==> config.mk <==
export PLATFORM = sky130hd
export DESIGN_NAME = tccw_ctrl
export DESIGN_NICKNAME = d
export VERILOG_FILES = /design/src/design/tccw_pkg.sv /design/src/design/tccw_ctrl.sv
export SDC_FILE = /design/constraint.sdc
export NUM_CORES = 1
export LEC_CHECK = 0
export BUFFER_PORTS_ARGS = -buffer_cell sky130_fd_sc_hd__buf_4
export CAP_MARGIN = 20
export CORE_AREA = 2 2 106 108
export CTS_CLUSTER_SIZE = 14
export DETAILED_ROUTE_END_ITERATION = 16
export DIE_AREA = 0 0 108 110
export PLACE_DENSITY = 0.86
export SETUP_SLACK_MARGIN = 0.2
export SYNTH_ARGS = -nofsm -noshare
export SYNTH_HDL_FRONTEND = slang
export SYNTH_SLANG_ARGS = --single-unit
==> constraint.sdc <==
create_clock -name clk -period 9.45 [get_ports clk]
set_input_delay 1.89 -clock clk [delete_from_list [all_inputs] [get_ports clk]]
set_output_delay 1.89 -clock clk [all_outputs]
set_load 0.05 [all_outputs]
==> src/design/tccw_pkg.sv <==
// Shared constants, types and codes for the text console character writer.
`default_nettype none
package tccw_pkg;

  localparam int COLUMNS  = 80;
  localparam int ROWS     = 25;
  localparam int CELLS    = COLUMNS * ROWS;
  localparam int COL_W    = $clog2(COLUMNS);
  localparam int ROW_W    = $clog2(ROWS);
  localparam int ADDR_W   = $clog2(CELLS);
  localparam int OFFSET_W = 11;
  localparam int CELL_W   = 16;
  localparam int CHAR_W   = 8;
  localparam int WIDE_W   = (ADDR_W > OFFSET_W) ? ADDR_W : OFFSET_W;

  localparam logic [CELL_W-1:0] BLANK_RESET = 16'h0e20;
  localparam logic [CELL_W-1:0] ATTR_MASK   = 16'hff00;
  localparam logic [CHAR_W-1:0] CH_NEWLINE  = 8'd10;
  localparam logic [CHAR_W-1:0] CH_RETURN   = 8'd13;

  localparam logic CMD_PUT  = 1'b0;
  localparam logic CMD_READ = 1'b1;

  typedef enum logic [1:0] {
    ST_INIT,
    ST_IDLE,
    ST_READ,
    ST_CLEAR
  } st_t;

  typedef struct packed {
    logic              we;
    logic [ADDR_W-1:0] waddr;
    logic [CELL_W-1:0] wdata;
    logic              re;
    logic [ADDR_W-1:0] raddr;
  } ram_req_t;

endpackage
`default_nettype wire

==> src/design/tccw_ctrl.sv <==
// Command sequencer: cursor, rotating row base, row clear and result register.
`default_nettype none
module tccw_ctrl
  import tccw_pkg::*;
(
  input  wire logic                clk,
  input  wire logic                rst,
  input  wire logic                in_valid,
  output logic                     in_ready,
  input  wire logic                in_cmd,
  input  wire logic [CHAR_W-1:0]   in_char,
  input  wire logic [OFFSET_W-1:0] in_addr,
  output logic                     out_valid,
  input  wire logic                out_ready,
  output logic      [OFFSET_W-1:0] out_offset,
  output logic      [CELL_W-1:0]   out_cell,
  output logic                     out_scrolled,
  input  wire logic                cfg_valid,
  output logic                     cfg_ready,
  input  wire logic [CELL_W-1:0]   cfg_data,
  output ram_req_t                 ram_req,
  input  wire logic [CELL_W-1:0]   ram_rdata
);

  st_t               state, state_next;
  logic [ADDR_W-1:0] cnt;
  logic [ADDR_W-1:0] clr_base;
  logic [COL_W-1:0]  col;
  logic [ROW_W-1:0]  line;
  logic [ADDR_W-1:0] line_off;
  logic [ADDR_W-1:0] base_off;
  logic [CELL_W-1:0] default_cell;
  logic              read_oob;

  logic              accept, is_nl, is_cr, wrap, adv_line, do_scroll;
  logic [COL_W:0]    col_inc;
  logic [COL_W-1:0]  col_put;
  logic [ADDR_W-1:0] line_off_put;
  logic [ADDR_W-1:0] off_put, off_cur;
  logic [WIDE_W-1:0] off_put_w, off_cur_w, addr_w;
  logic [ADDR_W:0]   wsum, rsum, bsum;
  logic [ADDR_W-1:0] wphys, rphys, base_next;
  logic              in_range;
  logic              cnt_last;

  assign cfg_ready = 1'b1;
  assign in_ready  = (state == ST_IDLE) && (!out_valid || out_ready);
  assign accept    = in_valid && in_ready;

  assign is_nl     = (in_char == CH_NEWLINE);
  assign is_cr     = (in_char == CH_RETURN);
  assign col_inc   = {1'b0, col} + (COL_W+1)'(1);
  assign wrap      = (col_inc == (COL_W+1)'(COLUMNS));
  assign adv_line  = is_nl || (!is_cr && wrap);
  assign col_put   = (is_nl || is_cr || wrap) ? '0 : col_inc[COL_W-1:0];
  assign do_scroll = adv_line && (line == ROW_W'(ROWS - 1));
  assign line_off_put = (adv_line && !do_scroll) ? line_off + ADDR_W'(COLUMNS) : line_off;

  assign off_put   = line_off_put + ADDR_W'(col_put);
  assign off_cur   = line_off + ADDR_W'(col);
  assign off_put_w = WIDE_W'(off_put);
  assign off_cur_w = WIDE_W'(off_cur);

  assign wsum  = {1'b0, line_off} + (ADDR_W+1)'(col) + {1'b0, base_off};
  assign wphys = (wsum >= (ADDR_W+1)'(CELLS)) ? ADDR_W'(wsum - (ADDR_W+1)'(CELLS))
                                              : wsum[ADDR_W-1:0];

  assign addr_w   = WIDE_W'(in_addr);
  assign in_range = (addr_w < WIDE_W'(CELLS));
  assign rsum     = {1'b0, addr_w[ADDR_W-1:0]} + {1'b0, base_off};
  assign rphys    = (rsum >= (ADDR_W+1)'(CELLS)) ? ADDR_W'(rsum - (ADDR_W+1)'(CELLS))
                                                 : rsum[ADDR_W-1:0];

  assign bsum      = {1'b0, base_off} + (ADDR_W+1)'(COLUMNS);
  assign base_next = (bsum >= (ADDR_W+1)'(CELLS)) ? ADDR_W'(bsum - (ADDR_W+1)'(CELLS))
                                                  : bsum[ADDR_W-1:0];

  always_comb begin
    unique case (state)
      ST_INIT:  cnt_last = (cnt == ADDR_W'(CELLS - 1));
      ST_CLEAR: cnt_last = (cnt == ADDR_W'(COLUMNS - 1));
      default:  cnt_last = 1'b0;
    endcase
  end

  always_comb begin
    state_next = state;
    unique case (state)
      ST_INIT: begin
        if (cnt_last) state_next = ST_IDLE;
      end
      ST_IDLE: begin
        if (accept) begin
          if (in_cmd == CMD_READ) state_next = ST_READ;
          else if (do_scroll)     state_next = ST_CLEAR;
        end
      end
      ST_READ: state_next = ST_IDLE;
      ST_CLEAR: begin
        if (cnt_last) state_next = ST_IDLE;
      end
      default: state_next = ST_INIT;
    endcase
  end

  always_comb begin
    ram_req = '0;
    unique case (state)
      ST_INIT: begin
        ram_req.we    = 1'b1;
        ram_req.waddr = cnt;
        ram_req.wdata = BLANK_RESET;
      end
      ST_IDLE: begin
        ram_req.we    = accept && (in_cmd == CMD_PUT) && !is_nl && !is_cr;
        ram_req.waddr = wphys;
        ram_req.wdata = (default_cell & ATTR_MASK) | CELL_W'(in_char);
        ram_req.re    = accept && (in_cmd == CMD_READ);
        ram_req.raddr = rphys;
      end
      ST_CLEAR: begin
        ram_req.we    = 1'b1;
        ram_req.waddr = clr_base + cnt;
        ram_req.wdata = default_cell;
      end
      default: ram_req = '0;
    endcase
  end

  always_ff @(posedge clk) begin
    if (rst) begin
      state        <= ST_INIT;
      cnt          <= '0;
      col          <= '0;
      line         <= ROW_W'(ROWS - 1);
      line_off     <= ADDR_W'((ROWS - 1) * COLUMNS);
      base_off     <= '0;
      default_cell <= BLANK_RESET;
      out_valid    <= 1'b0;
    end else begin
      state <= state_next;
      if (cfg_valid && cfg_ready) default_cell <= cfg_data;

      if (state == ST_INIT || state == ST_CLEAR) begin
        cnt <= cnt_last ? '0 : cnt + ADDR_W'(1);
      end

      if (out_valid && out_ready) out_valid <= 1'b0;

      if (accept) begin
        if (in_cmd == CMD_PUT) begin
          out_valid <= 1'b1;
          col       <= col_put;
          line_off  <= line_off_put;
          if (adv_line && !do_scroll) line <= line + ROW_W'(1);
          if (do_scroll) base_off <= base_next;
        end
      end

      if (state == ST_READ) out_valid <= 1'b1;
    end
  end

  always_ff @(posedge clk) begin
    if (accept) begin
      if (in_cmd == CMD_PUT) begin
        out_offset   <= off_put_w[OFFSET_W-1:0];
        out_cell     <= '0;
        out_scrolled <= do_scroll;
        clr_base     <= base_off;
      end else begin
        out_offset   <= off_cur_w[OFFSET_W-1:0];
        out_scrolled <= 1'b0;
        read_oob     <= !in_range;
      end
    end
    if (state == ST_READ) begin
      out_cell <= read_oob ? '0 : ram_rdata;
    end
  end

endmodule
`default_nettype wire

# After elaboration in Yosys (flattened, before gate mapping)
# Cells that the tools add are included.
totals:
  word_cells: 98
  output_inout_bits: 71
  reg_bits: 104
op_classes:
  bitwise: 2
  n_lt_le_gt_ge: 4
  reduce_logical: 29
  addsub: 14
  n_eq_ne: 13
  muxes: 23
ops:
  columns: ["op", "count"]
  rows:
  - ["$pmux 28 s3", 1]
  - ["$mux 11", 6]
  - ["$mux 16", 4]
  - ["$ge 12x11->1 const B", 3]
  - ["$sub 11x11->11 const B", 3]
  - ["$add 11x7->11", 2]
  - ["$eq 8x4->1 const B", 2]
  - ["$or 16x8->16", 1]
  - ["$add 11x11->12", 1]
  - ["$add 11x7->12", 1]
  - ["$add 11x7->12 const B", 1]
  - ["$add 12x11->12", 1]
  - ["$mux 12", 1]
  - ["$add 11x1->11 const B", 1]
  - ["$add 11x11->11", 1]
  - ["$add 11x7->11 const B", 1]
  - ["$eq 11x11->1 const B", 1]
  - ["$eq 11x7->1 const B", 1]
  - ["$lt 11x11->1 const B", 1]
  - ["$logic_and 1x1->1", 10]
  - ["$reduce_and 3->1", 3]
  - ["$add 7x1->8 const B", 1]
  - ["$eq 8x7->1 const B", 1]
  - ["$mux 2", 4]
  - ["other kinds (18)", 33]

# Logic depth before layout (Yosys ltp)
# Gate-level depths: netlist (run 1).
depth:
  word_depth: 10
  mapped_depth: 19
  depth_no_buf: 16

# Worst setup path after synthesis (run 1)
# OpenSTA, ideal clock, no wires.
synth_timing:
  path_kind: "input -> output"
  from: "input port in_addr[4]"
  to: "output port ram_req[9] in the netlist's numbering"
  path_slack_ps: 2122
  arrival_time_ps: 5438
  stages: 8
  path_cell_list: "ha_1 > fa_1 > a21o_1 > a311o_1 > a21oi_1 > xnor2_1 > a41oi_1 > o41ai_1"
synth_lines:
  columns: ["element", "line", "source"]
  rows:
  - ["from (decl)", "tccw_ctrl.sv:12", "input wire logic [OFFSET_W-1:0] in_addr,"]
  - ["to (decl)", "tccw_ctrl.sv:21", "output ram_req_t ram_req,"]

==> out/summary.txt, run 1 <==
Initial antenna violation count: 0
Number of synthesized flops with an enable pin: 36
Post-route cell area: 7610 um^2
Synthesized flop and latch total: 92
CP Data Arrival Time: 4.94 ns
Port Buffers: 126
Crit Path Category: in2out
Vias in the first global route: 5517
Wire per inst: 17.2 um
Worst hold start: default_cell[0]
CP Capture Type: output port
Req. time, crit path: 7.56 ns
Setup bufs post-CTS: 0
CP top delay family: compound AO/OA/AOI/OAI gates
Mapped Cells: 721
Die Height: 110 um
Residual DRC count: 0
Hold Worst Slack: 0.511 ns
Global-route wire length before repair: 26.1 mm
Syn. warnings: 0
Post-CTS Resized: 0
GRT Total Usage: 27.6%
Die X: 108 um
Synthesized area: 6460 um^2
Most common cell after layout, fill and taps aside: buf_4
Area Overhead vs Synth: 17.9%
Syn Area/Cell: 8.96 um^2
Pin count of the biggest net entering global routing: 49
Cts bufs inserted: 9
Clock sink count: 92
Top cell by count, worst path: buf_4
Leakage: 3.14 nW
CP max stage cell: or4_1
Sequential-to-total area share from yosys stat: 34.1%
Max Transition Viols Final: 0
Final Hold Fails: 0
Max-cap violations: 0
Flop2flop setup slack: 4.78 ns
Ant. Diodes: 0
Routed Antenna Nets: 0
Slew headroom: 40.3%
Hold crit path type: reg2reg
Share of layout cells above drive strength 1: 19.7%
Pwr Density: 97.2 nW/um^2
CP max stage delay: 0.55 ns
Core area: 10700 um^2
Synth Flop Type: dfxtp_1
CTS tree: done
Reg clk slew, reported paths: 0.10 ns
CTS Hold Bufs: 0
Slew @ Worst Pin: 0.896 ns
Gpl congestion: 0.891
Final Critical Period: 6.83 ns
Critical-path cell list: buf_4 > ha_1 > fa_1 > a21o_1 > a311o_1 > a21oi_1 > xnor2_1 > a41oi_1 > or4_1 > o21ai_0 > buf_4
GRT overflow: 0
Synthesized net count: 831
Root buf cell: clkbuf_8
Reg2reg end: out_offset[8]
Clk buf depth: 2
Vias: 5921
DR pass1 iterations: 6
Fmax: 146 MHz
Routed WL: 16.6 mm
Starting Density: 60.4%
Max Fanout on Critical Path: 7
Most frequent cells in the layout: 128 x buf_4, 77 x nor2_1, 56 x dfxtp_1
Critical R2R Launch: col[2]
IO Count: 128
Via density: 6.12
Post-DP HPWL: 12.4 mm
H-tree depth: 3
Dpl cell area: 7430 um^2
Hold EP: default_cell[0]
Cell variety after synth: 75
Buf/Inv on CP: 2
RSZ-0062 raised after global routing: false
Worst-Skew Late Latency: 0.39 ns
Setup Slack @ Placement: 2.65 ns
Hold Path Stages: 2
Reg2reg path depth: 16
Post-synth ARST share: 0%
Clock skew: 0.0142 ns
Non-filler cells, final: 968
Die area: 11900 um^2
Final #Nets: 933
Setup-failing EPs final: 0
Sum of negative setup slack: 0 ns
Number of fill cells: 844
Maximum VDD drop: 60.4 uV
Initial drt markers: 469
Row Count: 38
Startpoint types: input port
Status: finished clean
Final WS setup: 2.62 ns
Crit share post-route: 72.2%
Cell Count Post-Placement: 952
[how the worst max path moves through the flow]
stage | end | depth (start not counted) | startpoint
3_3_place_gp | ram_req[7] | 11 | in_addr[4]
4_1_cts | ram_req[7] | 11 | in_addr[4]
2_1_floorplan | ram_req[9] | 8 | in_addr[4]
3_5_place_dp | ram_req[7] | 11 | in_addr[4]
5_1_grt | ram_req[7] | 11 | in_addr[4]
6_report | ram_req[7] | 11 | in_addr[4]
[cell usage after synthesis (7+ instances only)]
cell      count  area (um^2)
a211oi_1      9         67.6
a21o_1       14          105
a21oi_1      49          245
a22oi_1      13         97.6
and2_1       32          200
and3_1        9         56.3
clkbuf_1     28          105
dfxtp_1      56         1120
edfxtp_1     36         1080
fa_1          8          160
ha_1         45          563
inv_1        28          105
mux2i_1      17          170
nand2_1      46          173
nand2b_1     18          113
nand3_1      18         90.1
nand4_1       7         43.8
nor2_1       77          289
nor3_1        7         35.0
o21ai_0      32          160
o21bai_1      7         52.6
or3_1         7         43.8
xnor2_1      38          333
xor2_1       13          114
[state kept, by name, summed over array words and instances, names as in the netlist]
| signal | flops |
|---|---|
| base_off | 7 |
| clr_base | 7 |
| cnt | 11 |
| col | 7 |
| default_cell | 16 |
| line | 5 |
| line_off | 7 |
| out_cell | 16 |
| out_offset | 11 |
| out_scrolled | 1 |
| out_valid | 1 |
| read_oob | 1 |
| state | 2 |
[logic make-up after synthesis]
| family | Yosys count | share of synthesized area (%) |
|---|---|---|
| other | 1 | 0.0581 |
| muxes | 19 | 2.98 |
| DFF | 92 | 34.1 |
| and+or+nand+nor | 260 | 21.4 |
| AOI/OAI and AO/OA | 179 | 19.1 |
| buffers and inverters | 66 | 4.28 |
| adders and majority gates | 53 | 11.2 |
| xor gates and xnor gates | 51 | 6.92 |
[stage by stage]
stage / total power [mW] / utilization (%)
floorplan: 0.457 / -
global placement: 0.483 / 69.4
detailed placement: 0.485 / 69.4
CTS: 0.744 / 71.2
global route: 0.766 / 71.2
finish: 0.741 / 71.2
[layer usage]
layer / global-route usage (%) / part of all wire [%] / wire (um)
met1: 34.2 / 40 / 6570
met2: 49.5 / 51 / 8460
met4: 7.78 / 1.5 / 252
met5: 0 / 0 / 0
met3: 5.23 / 7.9 / 1320
[report_power, final]
| group | switching, mW | total (mW) | internal, mW | leakage (nW) |
|---|---|---|---|---|
| registers | 0.00333 | 0.417 | 0.414 | 0.761 |
| clock network | 0.161 | 0.263 | 0.102 | 0.0943 |
| logic | 0.0316 | 0.0602 | 0.0285 | 2.28 |
| total | 0.196 | 0.741 | 0.545 | 3.14 |
[cell type report]
class,instances,area (um^2),share of cell area [%]
clock buffers,9,124,1.63
repair buffers,128,961,12.6
inverters,29,109,1.43
multi-input cells,563,3980,52.3
well taps,140,175,2.30
clock inverters,7,65.1,0.854
flip-flops and latches,92,2200,28.9
[tightest hold or removal path: stages, from the launching register on]
cell and delay (ns):
dfxtp_1 0.34, mux2i_1 0.06, nor2_1 0.08
Power figures use the tool's default switching activity.
==> run 2, diff against run 1 <==
--- a/config.mk
+++ b/config.mk
@@ -7,11 +7,11 @@
 export LEC_CHECK = 0
 export BUFFER_PORTS_ARGS = -buffer_cell sky130_fd_sc_hd__buf_4
 export CAP_MARGIN = 20
-export CORE_AREA = 2 2 106 108
+export CORE_AREA = 2 2 116 118
 export CTS_CLUSTER_SIZE = 14
 export DETAILED_ROUTE_END_ITERATION = 16
-export DIE_AREA = 0 0 108 110
-export PLACE_DENSITY = 0.86
+export DIE_AREA = 0 0 118 120
+export PLACE_DENSITY = 0.77
 export SETUP_SLACK_MARGIN = 0.2
 export SYNTH_ARGS = -nofsm -noshare
 export SYNTH_HDL_FRONTEND = slang
==> constraint.sdc (replaced) <==
create_clock -name clk -period 5.7 [get_ports clk]
set_input_delay 1.14 -clock clk [delete_from_list [all_inputs] [get_ports clk]]
set_output_delay 1.14 -clock clk [all_outputs]
set_load 0.05 [all_outputs]
==> run 2 against run 1 <==
Net effect: sequential share of layout area shrank 0.79 points; global-route usage shrank 4.9 points; routed wire length shrank 4.3%; die area grew 19%; setup slack lost 2.2 ns; first-iteration DRC count shrank 7.9%; highest routed layer unchanged; register-to-register slack lost 3.1 ns; largest cell class unchanged; clock skew shrank 0.0062 ns; via count shrank 4.8%; sequential power grew 66%; critical endpoint is now ram_req[35]; design area grew 3.0%.
==> out/summary.txt, run 2 (same netlist as run 1, synthesis figures left out) <==
Reg clk slew, reported paths: 0.07 ns (-0.03 ns)
Ant. Diodes: 0 (unchanged)
GRT overflow: 0 (unchanged)
RSZ-0062 raised after global routing: false
Worst-Skew Late Latency: 0.36 ns (-0.03 ns)
Routed WL: 15.9 mm (-4.3%)
Pin count of the biggest net entering global routing: 49 (unchanged)
Worst hold start: default_cell[13]
Largest registers: default_cell (16), out_cell (16)
Core area: 13000 um^2 (+21%)
P_int: 1.09 mW (+99%)
Clk buf depth: 2 (unchanged)
Setup bufs post-CTS: 0 (unchanged)
Die X: 118 um (+9.3%)
Clock skew: 0.00806 ns (-0.00619 ns)
Sequential Power Share: 48.6% (-7.8 points)
Wire per inst: 15.8 um (-8.1%)
Comb pwr share: 6.9% (-1.2 points)
Reg2reg path depth: 14 (-2)
Pwr Density: 182 nW/um^2 (+87%)
Routed Antenna Nets: 0 (unchanged)
Final Hold Fails: 0 (unchanged)
Status: finished clean
CTS tree: done
H-tree depth: 3 (unchanged)
Post-DP HPWL: 11.8 mm (-4.8%)
Fmax: 191 MHz
Maximum VDD drop: 136 uV (+130%)
Via density: 5.59 (-8.6%)
Final Power: 1.42 mW (+92%)
Port Buffers: 126 (unchanged)
Max Transition Viols Final: 0 (unchanged)
Clock sink count: 92 (unchanged)
Vias: 5636 (-4.8%)
Hold EP: default_cell[13]
Area Overhead vs Synth: 21.4%
Global-route wire length before repair: 26.3 mm (+0.55%)
Req. time, crit path: 4.56 ns (-3.00 ns)
Dpl cell area: 7510 um^2 (+1.1%)
Clk pwr share: 44.5% (+9.0 points)
Most frequent cells in the layout: 132 x buf_4, 77 x nor2_1, 53 x dfxtp_1
Hold Path Stages: 2 (unchanged)
Flop2flop setup slack: 1.66 ns (-3.12 ns)
Starting Density: 49.7% (-11 points)
Hold crit path type: reg2reg
Sum of negative setup slack: 0 ns (unchanged)
Switching power: 337 uW (+72%)
Switching portion of total power: 23.7% (-2.7 points)
Slew headroom: 47.1% (+6.8 points)
Max-cap violations: 0 (unchanged)
GRT Total Usage: 22.7% (-4.9 points)
Max Fanout on Critical Path: 10 (+3)
Vias in the first global route: 5355 (-2.9%)
Cts bufs inserted: 9 (unchanged)
Most common cell after layout, fill and taps aside: buf_4
Gpl congestion: 0.895 (+0.38%)
Die area: 14200 um^2 (+19%)
Reg2reg end: out_offset[8]
Slew @ Worst Pin: 0.794 ns (-0.102 ns)
Share of layout cells above drive strength 1: 20.6% (+0.87 points)
Post-route cell area: 7840 um^2 (+3.0%)
Final #Nets: 937 (+0.43%)
Crit share post-route: 92.0%
Setup-failing EPs final: 0 (unchanged)
Critical R2R Launch: col[2]
Final Critical Period: 5.24 ns
Die Height: 120 um (+9.1%)
CP Data Arrival Time: 4.10 ns (-0.84 ns)
CP Capture Type: output port
Initial antenna violation count: 0 (unchanged)
Leakage: 3.23 nW (+2.8%)
DR pass1 iterations: 5 (-1)
Initial drt markers: 432 (-7.9%)
Crit Path Category: reg2out
CTS Hold Bufs: 0 (unchanged)
Residual DRC count: 0 (unchanged)
Row Count: 42 (+11%)
IO Count: 128 (unchanged)
Root buf cell: clkbuf_16
Number of fill cells: 1142 (+35%)
Startpoint types: flop
-- run 2: cell count changes in the layout (fill, tap and decap cells not counted), moves of 3 or more --
| cell | previous run | this run |
|---|---|---|
| clkbuf_8 | 9 | 0 |
| buf_4 | 128 | 132 |
| dfxtp_1 | 56 | 53 |
| dfxtp_2 | 0 | 3 |
| clkbuf_16 | 0 | 9 |
-- run 2: worst max-delay path by stage --
stage | start | endpoint | slack [ns]
floorplan | in_addr[4] | ram_req[6] | 0.25
global placement | in_addr[4] | ram_req[7] | 0.53
detailed placement | in_addr[4] | ram_req[7] | 0.49
CTS | col[5] | ram_req[35] | 0.35
global route | col[5] | ram_req[35] | 0.18
finish | col[5] | ram_req[35] | 0.46
-- run 2: per-stage QoR --
| step | setup slack, ns | std cells | hold WS (ns) | utilization, % |
|---|---|---|---|---|
| after floorplan | 0.245 | 721 | 0.452 | - |
| after global placement | 0.528 | 992 | 0.466 | 57.8 |
| after detailed placement | 0.490 | 992 | 0.472 | 57.8 |
| after CTS | 0.350 | 1008 | 0.489 | 60.3 |
| after global routing | 0.185 | 1008 | 0.530 | 60.4 |
| final | 0.458 | 1008 | 0.487 | 60.4 |
-- run 2: area by class of cell --
cell class	instances	area, um^2	area share, %
Clock buffer	9	225	2.87
Multi-Input combinational cell	563	4000	51.0
Tap cell	176	220	2.81
Timing Repair Buffer	132	991	12.6
Clock inverter	7	93.8	1.20
Sequential cell	92	2210	28.1
Inverter	29	109	1.39
-- run 2: per-layer routing --
layer	up-vias	GRT usage [%]	routed length (um)
li1	2811	-	-
met1	2661	29.8	7200
met2	148	37.4	7620
met3	16	5.66	864
met4	0	6.33	192
met5	-	0	0
-- run 2: power by group through the flow --
| stage | clock, mW | sequential (mW) | combinational (mW) |
|---|---|---|---|
| floorplan | 0 | 0.705 | 0.0519 |
| global placement | 0 | 0.707 | 0.0957 |
| detailed placement | 0 | 0.707 | 0.0970 |
| CTS | 0.650 | 0.692 | 0.0978 |
| global route | 0.677 | 0.693 | 0.106 |
| finish | 0.634 | 0.692 | 0.0976 |
-- run 2: repair_timing --
action | CTS | global route
endpoints found under the hold margin | 0 | 0
endpoints found under the setup margin | 0 | 3
gates resized for setup | 0 | 4
-- run 2: worst max-delay path: stages, from the launching register on --
cell and delay [ns]:
dfxtp_2 0.42, inv_1 0.11, fa_1 0.55, inv_1 0.05, ha_1 0.24, fa_1 0.43, xor2_1 0.31, nand2_1 0.13
a21oi_1 0.24, a41oi_4 0.23, or4_1 0.51, a31oi_1 0.26, buf_4 0.25
